$ cat config.mk
export PLATFORM = sky130hd
export DESIGN_NAME = rmq_rdiv
export DESIGN_NICKNAME = d
export VERILOG_FILES = /design/src/hw/rtl/rotation_matrix_to_quaternion_top_defines.svh /design/src/hw/rtl/rmq_rdiv.sv
export SDC_FILE = /design/constraint.sdc
export NUM_CORES = 1
export LEC_CHECK = 0
export BUFFER_PORTS_ARGS = -buffer_cell sky130_fd_sc_hd__buf_4
export CAP_MARGIN = 0
export CORE_UTILIZATION = 50
export CTS_CLUSTER_DIAMETER = 30
export DETAILED_ROUTE_END_ITERATION = 12
export MAX_ROUTING_LAYER = met4
export PLACE_DENSITY = 0.66
export SYNTH_ARGS = -nofsm -noshare
export SYNTH_HDL_FRONTEND = slang
export SYNTH_SLANG_ARGS = --single-unit
export TNS_END_PERCENT = 1
$ cat constraint.sdc
create_clock -name clk -period 8.9 [get_ports clk]
set_input_delay 1.335 -clock clk [delete_from_list [all_inputs] [get_ports clk]]
set_output_delay 1.335 -clock clk [all_outputs]
set_load 0.05 [all_outputs]
$ cat src/hw/rtl/rotation_matrix_to_quaternion_top_defines.svh
// Assertion macros shared by the rotation matrix to quaternion RTL.
// The including module must provide clk and rst_n.
`ifndef ROTATION_MATRIX_TO_QUATERNION_TOP_DEFINES_SVH
`define ROTATION_MATRIX_TO_QUATERNION_TOP_DEFINES_SVH

// Same-cycle implication, disabled during reset.
`define RMQ_ASSERT_IMP(label, ante, cons, msg) \
    label: assert property (@(posedge clk) disable iff (!rst_n) (ante) |-> (cons)) \
        else $error(msg);

// Next-cycle implication, disabled during reset.
`define RMQ_ASSERT_NEXT(label, ante, cons, msg) \
    label: assert property (@(posedge clk) disable iff (!rst_n) (ante) |=> (cons)) \
        else $error(msg);

`endif

$ cat src/hw/rtl/rmq_rdiv.sv
// Pipelined restoring divider, one quotient bit per register stage.
// Flags a quotient that does not fit in QB bits; standalone.
`timescale 1ns / 1ps

module rmq_rdiv
#(
    parameter int NW = 29,
    parameter int DW = 16,
    parameter int QB = 13
)
(
    input  logic          clk,
    input  logic          en,
    input  logic [NW-1:0] num,
    input  logic [DW-1:0] den,
    output logic [QB-1:0] quo,
    output logic          ovf
);

    localparam int TW = ((NW > DW + QB) ? NW : DW + QB) + 1;

    logic [NW-1:0] rem_reg [QB];
    logic [DW-1:0] den_reg [QB];
    logic [QB-1:0] quo_reg [QB];
    logic          ovf_reg [QB];

    for (genvar i = 0; i < QB; i++) begin : g_stage
        localparam int K = QB - 1 - i;
        logic [NW-1:0] rem_in;
        logic [DW-1:0] den_in;
        logic [QB-1:0] quo_in;
        logic          ovf_in;
        logic [TW-1:0] trial;
        logic          take;

        if (i == 0) begin : g_first
            assign rem_in = num;
            assign den_in = den;
            assign quo_in = '0;
            assign ovf_in = TW'(num) >= (TW'(den) << QB);
        end
        else begin : g_next
            assign rem_in = rem_reg[i-1];
            assign den_in = den_reg[i-1];
            assign quo_in = quo_reg[i-1];
            assign ovf_in = ovf_reg[i-1];
        end

        assign trial = TW'(den_in) << K;
        assign take  = TW'(rem_in) >= trial;

        always_ff @(posedge clk)
        begin
            if (en)
            begin
                rem_reg[i] <= take ? rem_in - trial[NW-1:0] : rem_in;
                den_reg[i] <= den_in;
                quo_reg[i] <= take ? (quo_in | (QB'(1) << K)) : quo_in;
                ovf_reg[i] <= ovf_in;
            end
        end
    end

    assign quo = quo_reg[QB-1];
    assign ovf = ovf_reg[QB-1];

endmodule

==> flow_summary.ini <==
[worst_setup_path]
rrSetupSlack_ns = 4.97
timing.rr.start = rem_reg[0][179]
start_kind = register
critPathMaxFanout = 17
startpoint = rem_reg[0][179]
path_cells = inv_1 > ha_1 > inv_1 > fa_1 > a21o_1 > a21oi_1 > o221ai_1 > a21oi_1 > o211a_1 > clkinv_2 > nand2b_2 > a2111oi_2 > xor2_1
r2r_cells = 13
path_class = reg2reg
crit_arrival_ns = 4.35
slowest_delay_ns = 0.54
cp_data_required_time_ns = 9.32
cp.buffers_inverters = 3
endpoint_kind = register
cp_top_family = compound AO/OA/AOI/OAI gates
critical_path.slowest_cell = o211a_1
r2r-end = rem_reg[0][226]

[routing]
routed_wirelength_um = 78300
final_antenna_net_count = 0
dr.first_iter.drc_count = 2059
first_pass_iters = 5
drcViolationCount = 0
via_count = 22600
avgViaCountPerCell = 5.65
wl_per_cell_um = 19.6

[logic_synthesis]
synthXorXnorAreaFrac_pct = 5.59
syn_area_per_cell_um2 = 11.9
synthesis.area_um2 = 34000
yosys_warnings = 0
synthAdderAreaFrac_pct = 8.95
synth.area.mux_share_pct = 2.30
synth_top_family_by_area = compound AO/OA/AOI/OAI gates
ys_seq_area_share_pct = 56.9
async_flop_share_pct = 0
syn-num-nets = 3134
synth_simple_gate_area_share_pct = 10.7
synth-edff-count = 644
synth-compound-area-share_pct = 11.9
synth_ff_type = edfxtp_1
postSynthCellCount = 2851
ys_ff_latch = 644
yosysUniqueCellTypes = 77

[timing]
slew_headroom_pct = 21.5
fin_skew_ns = 0.0221
worst_pin_slew_ns = 1.18
period_minus_slack_ns = 3.93
finalMaxSlewViolations = 0
setup_viol = 0
setup_slack_ns = 4.97
max_freq_ghz = 0.255
post-route-period-util_pct = 44.1
setup_tns_ns = 0
rsz0062_at_grt = no
final_hold_viol_count = 0

[cts]
root_buffer = clkbuf_16
postCtsSetupRepairBufs = 0
cts.clk_slew.worst_paths_ns = 0.05
cts_resized = 0
cts_tree = yes
cts-hold-fix-buffers = 0
numCtsBuffers = 137
max-clock-path-buffers = 3
cts_sinks = 644
clk_latency_ns = 0.70
cts.htree.levels = 4

[layout]
layout_common_cells = edfxtp_1 (644), inv_1 (277), ha_1 (224), a21oi_1 (194), nor2_1 (187)
drive_gt1_share_pct = 12.4
multiInputGateArea_um2 = 13400
final_common_cell = edfxtp_1
largest_reg_flops = 348
syn2layout_area_growth_pct = 18.3
nets = 3298
antenna_cells = 0
seqCellArea_um2 = 19300
fill_cells = 5344

[placement]
dp_hpwl_um = 57200
dp_slack_ns = 4.62
io_buffers = 60
routabilityCongestion = 0.956

[global_route]
track_usage_pct = 23.8
grt_pass1_vias = 22600
grt_antenna_before_repair = 1
globalRoute.totalOverflow = 0
grt_max_degree = 182
grt_pass1_wl_um = 125000

[floorplanning]
num_io_pins = 61
dieArea_um2 = 69100
rows = 95
start_util_pct = 50.6
die_w_um = 263
die_h_um = 263
core_area_um2 = 67300

[outcome]
status = completed

[power]
p_leak_nw = 15.8
powerDensity_nw_per_um2 = 341
peakVddDrop_uv = 192

[min_path]
hp-class = reg2reg
min_from = ovf_reg[5][0]
whs_endpoint = ovf_reg[5][1]
worstHoldPathCells = 0

[flow_run]
cap_viol_max_count = 0
## metrics by stage
step / hold WS [ns] / power [mW] / std cells / instance area (um2) / utilization [%]
after global routing: 0.408 / 14.5 / 4001 / 40200 / 59.8
after detailed placement: 0.405 / 8.56 / 3749 / 35500 / 52.7
after floorplan: 0.400 / 7.48 / 2851 / 34000 / -
after global placement: 0.402 / 8.47 / 3749 / 35500 / 52.7
after CTS: 0.409 / 13.8 / 4001 / 40200 / 59.8
final: 0.403 / 13.7 / 4001 / 40200 / 59.8
## layer usage
| metal | global-route usage (%) | vias up | wire, um |
|---|---|---|---|
| met3 | 3.91 | 129 | 3670 |
| met1 | 32.9 | 10900 | 37800 |
| met2 | 35.9 | 620 | 35200 |
| li1 | - | 11000 | - |
| met5 | - | - | 0 |
| met4 | 7.55 | 0 | 1690 |
## logic make-up after synthesis
kind of cell    Yosys count
xor+xnor                217
buf+inv                 326
fa+ha+maj               236
mux                      69
flops                   644
compound gates          639
simple gates            720
## synthesized netlist by cell type (12+ instances only)
cell type,instances,area (um2)
o211ai_1,15,113
xor2_1,88,771
inv_1,277,1040
or3_1,27,169
edfxtp_1,644,19300
o31ai_1,18,135
nor4_1,35,219
a31oi_1,28,175
and3_1,20,125
fa_1,12,240
o21bai_1,17,128
a21oi_1,194,971
nand2b_1,29,181
nor2b_1,35,219
nand2_1,166,623
nand4b_1,12,105
ha_1,224,2800
nor3_1,61,305
nor2_1,188,706
nand3_1,53,265
o21ai_0,150,751
a21o_1,65,488
a211oi_1,24,180
nand4_1,28,175
mux2_2,60,676
clkbuf_1,32,120
xnor2_1,129,1130
o21a_1,32,240
## cell type report
cell class / count / area share, %
tap: 873 / 2.72
timing repair buffer: 73 / 1.44
clock inverter: 101 / 3.04
multi-input combinational: 1881 / 33.4
sequential: 644 / 48.1
inverter: 278 / 2.60
clock buffer: 151 / 8.76
## how the worst max path moves through the flow
stage                      endpoint  slack (ns)  depth (start not counted)
global placement     rem_reg[0][18]        4.68                         11
global route        rem_reg[0][226]        4.68                         13
CTS                 rem_reg[0][154]        5.01                         11
finish              rem_reg[0][226]        4.97                         13
floorplan            rem_reg[0][16]        5.21                         11
detailed placement   rem_reg[0][18]        4.62                         11
## power by group
group | internal [mW] | switching (mW)
logic | 1.70 | 2.15
clock network | 3.46 | 1.68
registers | 4.24 | 0.494
Power figures use the tool's default switching activity.
