===== config.mk =====
export PLATFORM = sky130hd
export DESIGN_NAME = rmq_isqrt
export DESIGN_NICKNAME = d
export VERILOG_FILES = /design/src/hw/rtl/rotation_matrix_to_quaternion_top_defines.svh /design/src/hw/rtl/rmq_isqrt.sv
export SDC_FILE = /design/constraint.sdc
export NUM_CORES = 1
export LEC_CHECK = 0
export BUFFER_PORTS_ARGS = -buffer_cell sky130_fd_sc_hd__buf_2
export CORE_UTILIZATION = 45
export DETAILED_ROUTE_END_ITERATION = 8
export HOLD_SLACK_MARGIN = 0.15
export SLEW_MARGIN = 20
export SYNTH_ARGS = -nofsm -noshare
export SYNTH_HDL_FRONTEND = slang
export SYNTH_SLANG_ARGS = --single-unit
export TNS_END_PERCENT = 50

===== constraint.sdc =====
create_clock -name clk -period 2.9 [get_ports clk]
set_input_delay 0.87 -clock clk [delete_from_list [all_inputs] [get_ports clk]]
set_output_delay 0.87 -clock clk [all_outputs]
set_load 0.05 [all_outputs]

===== src/hw/rtl/rotation_matrix_to_quaternion_top_defines.svh =====
// Assertion macros shared by the rotation matrix to quaternion RTL.
// The including module must provide clk and rst_n.
`ifndef ROTATION_MATRIX_TO_QUATERNION_TOP_DEFINES_SVH
`define ROTATION_MATRIX_TO_QUATERNION_TOP_DEFINES_SVH

// Same-cycle implication, disabled during reset.
`define RMQ_ASSERT_IMP(label, ante, cons, msg) \
    label: assert property (@(posedge clk) disable iff (!rst_n) (ante) |-> (cons)) \
        else $error(msg);

// Next-cycle implication, disabled during reset.
`define RMQ_ASSERT_NEXT(label, ante, cons, msg) \
    label: assert property (@(posedge clk) disable iff (!rst_n) (ante) |=> (cons)) \
        else $error(msg);

`endif


===== src/hw/rtl/rmq_isqrt.sv =====
// Pipelined integer square root, one root bit per register stage.
// Standalone; the enable advances all stages together.
`timescale 1ns / 1ps

module rmq_isqrt
#(
    parameter int XW = 32,
    parameter int RW = 16
)
(
    input  logic          clk,
    input  logic          en,
    input  logic [XW-1:0] x,
    output logic [RW-1:0] root
);

    localparam int TW = XW + 2;

    logic [XW-1:0] rem_reg  [RW];
    logic [RW-1:0] root_reg [RW];

    for (genvar i = 0; i < RW; i++) begin : g_stage
        localparam int K = RW - 1 - i;
        logic [XW-1:0] rem_in;
        logic [RW-1:0] root_in;
        logic [TW-1:0] trial;
        logic          take;

        if (i == 0) begin : g_first
            assign rem_in  = x;
            assign root_in = '0;
        end
        else begin : g_next
            assign rem_in  = rem_reg[i-1];
            assign root_in = root_reg[i-1];
        end

        assign trial = (TW'(root_in) << (K + 1)) + (TW'(1) << (2 * K));
        assign take  = TW'(rem_in) >= trial;

        always_ff @(posedge clk)
        begin
            if (en)
            begin
                rem_reg[i]  <= take ? rem_in - trial[XW-1:0] : rem_in;
                root_reg[i] <= take ? (root_in | (RW'(1) << K)) : root_in;
            end
        end
    end

    assign root = root_reg[RW-1];

endmodule


==> results.yml <==
global_route:
  antenna_found_initial: 1
  grt_usage_pct: 18.3
  grt_pass1_vias: 18294
  grt_pass1_wl_microns: 95600
  grt_max_degree: 79
  grt_overflow: 0
layout:
  areaGrowthSynthToFinish_pct: 16.2
  final_common_cell: "edfxtp_1"
  largest_reg_flops: 480
  layout.cells.non_filler: 3346
  final_layout_size_suffix_gt1_share_pct: 13.5
  final_cell_mix: "edfxtp_1 (616), inv_1 (178), nor2_1 (143), ha_1 (143), nand2_1 (130)"
  final.fill_count: 5271
  finalNetCount: 2633
  n_antenna_cell: 0
pwr:
  ir_drop_mv: 0.536
  p_per_area_nw_per_um2: 733
  p_sw_share_pct: 27.4
  power.share.clock_pct: 34.1
  power.leakage_nw: 12.8
  comb_power_share_pct: 17.4
  p_int_mw: 18.0
  p_seq_share_pct: 48.5
  switchingPower_mw: 6.80
setup_path:
  critPathMaxFanout: 4
  timing.rr.end: "rem_reg[1][27]"
  critPathArrivalTime_ns: 3.22
  reg2regPathDepth: 8
  timing.reg2reg.setup_slack_ns: 0.05
  start_kind: "flip-flop"
  timing_worst_setup_path_type: "flip-flop to flip-flop"
  end_kind: "flip-flop"
  critPathRequiredTime_ns: 3.27
  rr_startpoint: "rem_reg[0][241]"
min_path:
  worstHoldEndpoint: "rem_reg[0][18]"
  hold_depth: 1
  holdCritStartpoint: "x[18]"
  hold_class: "input pin to flip-flop"
timing:
  tns_ns: 0
  timing.hold.ws_ns: 0.426
  worst_slew_pin_slew_ns: 0.672
  slew_violations: 0
  slew_headroom_pct: 54.8
  fmax_mhz: 351
  period_share_pct: 98.2
  worst_slack_ns: 0.0536
  min_period_ns: 2.85
  hold_viol_final: 0
  setup_violations: 0
  rsz0062_at_grt: "true"
  finalClockSkew_ns: 0.0704
clock_network:
  clk_pin_slew_ns: 0.06
  htree_levels: 3
  cts_tree: "done"
  cts_hold_buf: 0
  cts_root_buf: "clkbuf_16"
  clock_insertion_delay_worst_skew_ns: 0.64
  cts_made_buffers: 68
  cts_max_path_buffers: 3
  clkSinkCount: 616
floorplan:
  pin_count: 50
  die_y_microns: 257
  fp.dieW_microns: 257
  die_area_sq_um: 65800
  start_util_pct: 45.9
  rows: 92
  core-area_sq_um: 63500
synth:
  async_flop_share_pct: 0
  yosys_warnings: 0
  syn_avg_cell_area_sq_um: 12.9
  syn_area_sq_um: 29200
  synth_cell_types: 81
  syn_inst: 2257
  synth_nets: 2441
  synth_seq_cells: 616
  synth_edf_count: 616
  yosysSeqAreaShare_pct: 63.4
  ys.flop_type: "edfxtp_1"
routing:
  vias_per_cell: 5.40
  ant_nets: 0
  route.detailed.drc: 0
  post_drt_wl_per_cell_microns: 18.0
  vias: 18073
  first_pass_iters: 7
  drt-total-wl_microns: 60200
  first_iter_violations: 1181
placed_design:
  gp_congestion: 0.861
  dpl.hpwl_microns: 44600
  place_inst: 3219
  place_ws_ns: -0.110
  portBuffers: 49
run_status:
  status: "complete, no violations"
job:
  cap_violations: 0
==> logic make-up after synthesis <==
group / Yosys count / share of synthesized area (%)
flip-flops: 616 / 63.4
adder cells (fa/ha/maj): 150 / 6.44
XOR/XNOR: 198 / 5.95
buffers and inverters: 222 / 2.93
AND/OR/NAND/NOR: 647 / 11.7
AO/OA/AOI/OAI: 404 / 8.76
multiplexers: 20 / 0.759
==> cells in the mapped netlist (6+ instances only) <==
cell type	number	share of area (%)
edfxtp_1	616	63
inv_1	179	2.3
ha_1	150	6.4
nor2_1	144	1.9
nand2_1	130	1.7
a21oi_1	121	2.1
xnor2_1	114	3.4
o21ai_0	102	1.8
xor2_1	84	2.5
nor4_1	71	1.5
nor3_1	57	0.98
nand3_1	45	0.77
a21o_1	41	1.1
nand4_1	34	0.73
clkbuf_1	29	0.37
o21a_1	28	0.72
or3_1	24	0.51
nand2b_1	22	0.47
nor2b_1	21	0.45
or4_1	18	0.46
mux2_2	16	0.62
a211oi_1	15	0.39
nor4b_1	14	0.42
o31ai_1	11	0.28
a31oi_1	10	0.21
nand4b_1	10	0.30
o211ai_1	10	0.26
and2_1	9	0.19
nand3b_1	8	0.21
and3_1	6	0.13
and4_1	6	0.18
buf_2	6	0.10
==> layout make-up <==
type	instances	area [sq um]	area share (%)
Clock buffer	79	1740	5.14
Clock inverter	42	458	1.35
Inverter	181	684	2.02
Multi-Input combinational cell	1420	10200	30.0
Sequential cell	616	18500	54.6
Tap cell	846	1060	3.12
Timing Repair Buffer	162	1270	3.74
==> layer usage <==
layer / vias up / GRT usage (%) / part of all wire, %
met4: 2 / 7.64 / 3.6
met2: 319 / 33.4 / 52
met1: 8744 / 21.2 / 41
met5: - / 0 / 0.018
li1: 8873 / - / -
met3: 135 / 2.84 / 3.3
==> power groups by stage <==
stage	logic [mW]	clock network (mW)	registers, mW
3_3_place_gp	4.09	0	12.2
5_1_grt	4.83	8.98	12.2
2_1_floorplan	2.93	0	11.9
4_1_cts	4.22	8.67	12.1
6_report	4.32	8.46	12.1
3_5_place_dp	4.18	0	12.2
==> stage by stage <==
stage / cell area, sq um / total power, mW / utilization [%]
2_1_floorplan: 29200 / 14.9 / -
3_3_place_gp: 31300 / 16.3 / 49.3
3_5_place_dp: 31300 / 16.4 / 49.3
4_1_cts: 33600 / 24.9 / 52.8
5_1_grt: 33900 / 26.0 / 53.3
6_report: 33900 / 24.8 / 53.3
==> critical path: stages, from the launching register on <==
cell and delay (ns):
edfxtp_1 0.43, ha_4 0.31, nor4b_2 0.20, nand2_1 0.13, o311a_1 0.36, and4_1 0.22
or4_4 0.54, nor4_4 0.30, xor2_1 0.09
==> worst max path at each step <==
stage | to | startpoint | cells past startpoint | slack [ns]
2_1_floorplan | rem_reg[1][27] | rem_reg[0][245] | 8 | 0.16
3_3_place_gp | rem_reg[1][111] | root_reg[1][40] | 9 | -0.05
3_5_place_dp | rem_reg[1][158] | root_reg[1][52] | 10 | -0.11
4_1_cts | rem_reg[1][158] | root_reg[1][52] | 10 | -0.02
5_1_grt | rem_reg[1][27] | rem_reg[0][241] | 8 | -0.05
6_report | rem_reg[1][27] | rem_reg[0][241] | 8 | 0.05
==> what timing repair did <==
item | CTS | global route
pin swaps | 2 | 7
hold endpoints to repair | 0 | 0
setup buffers | 1 | 4
resized for setup | 11 | 52
gates cloned | 1 | 0
endpoints found under the setup margin | 44 | 100
Note: power is estimated with default switching activity, not from simulation.
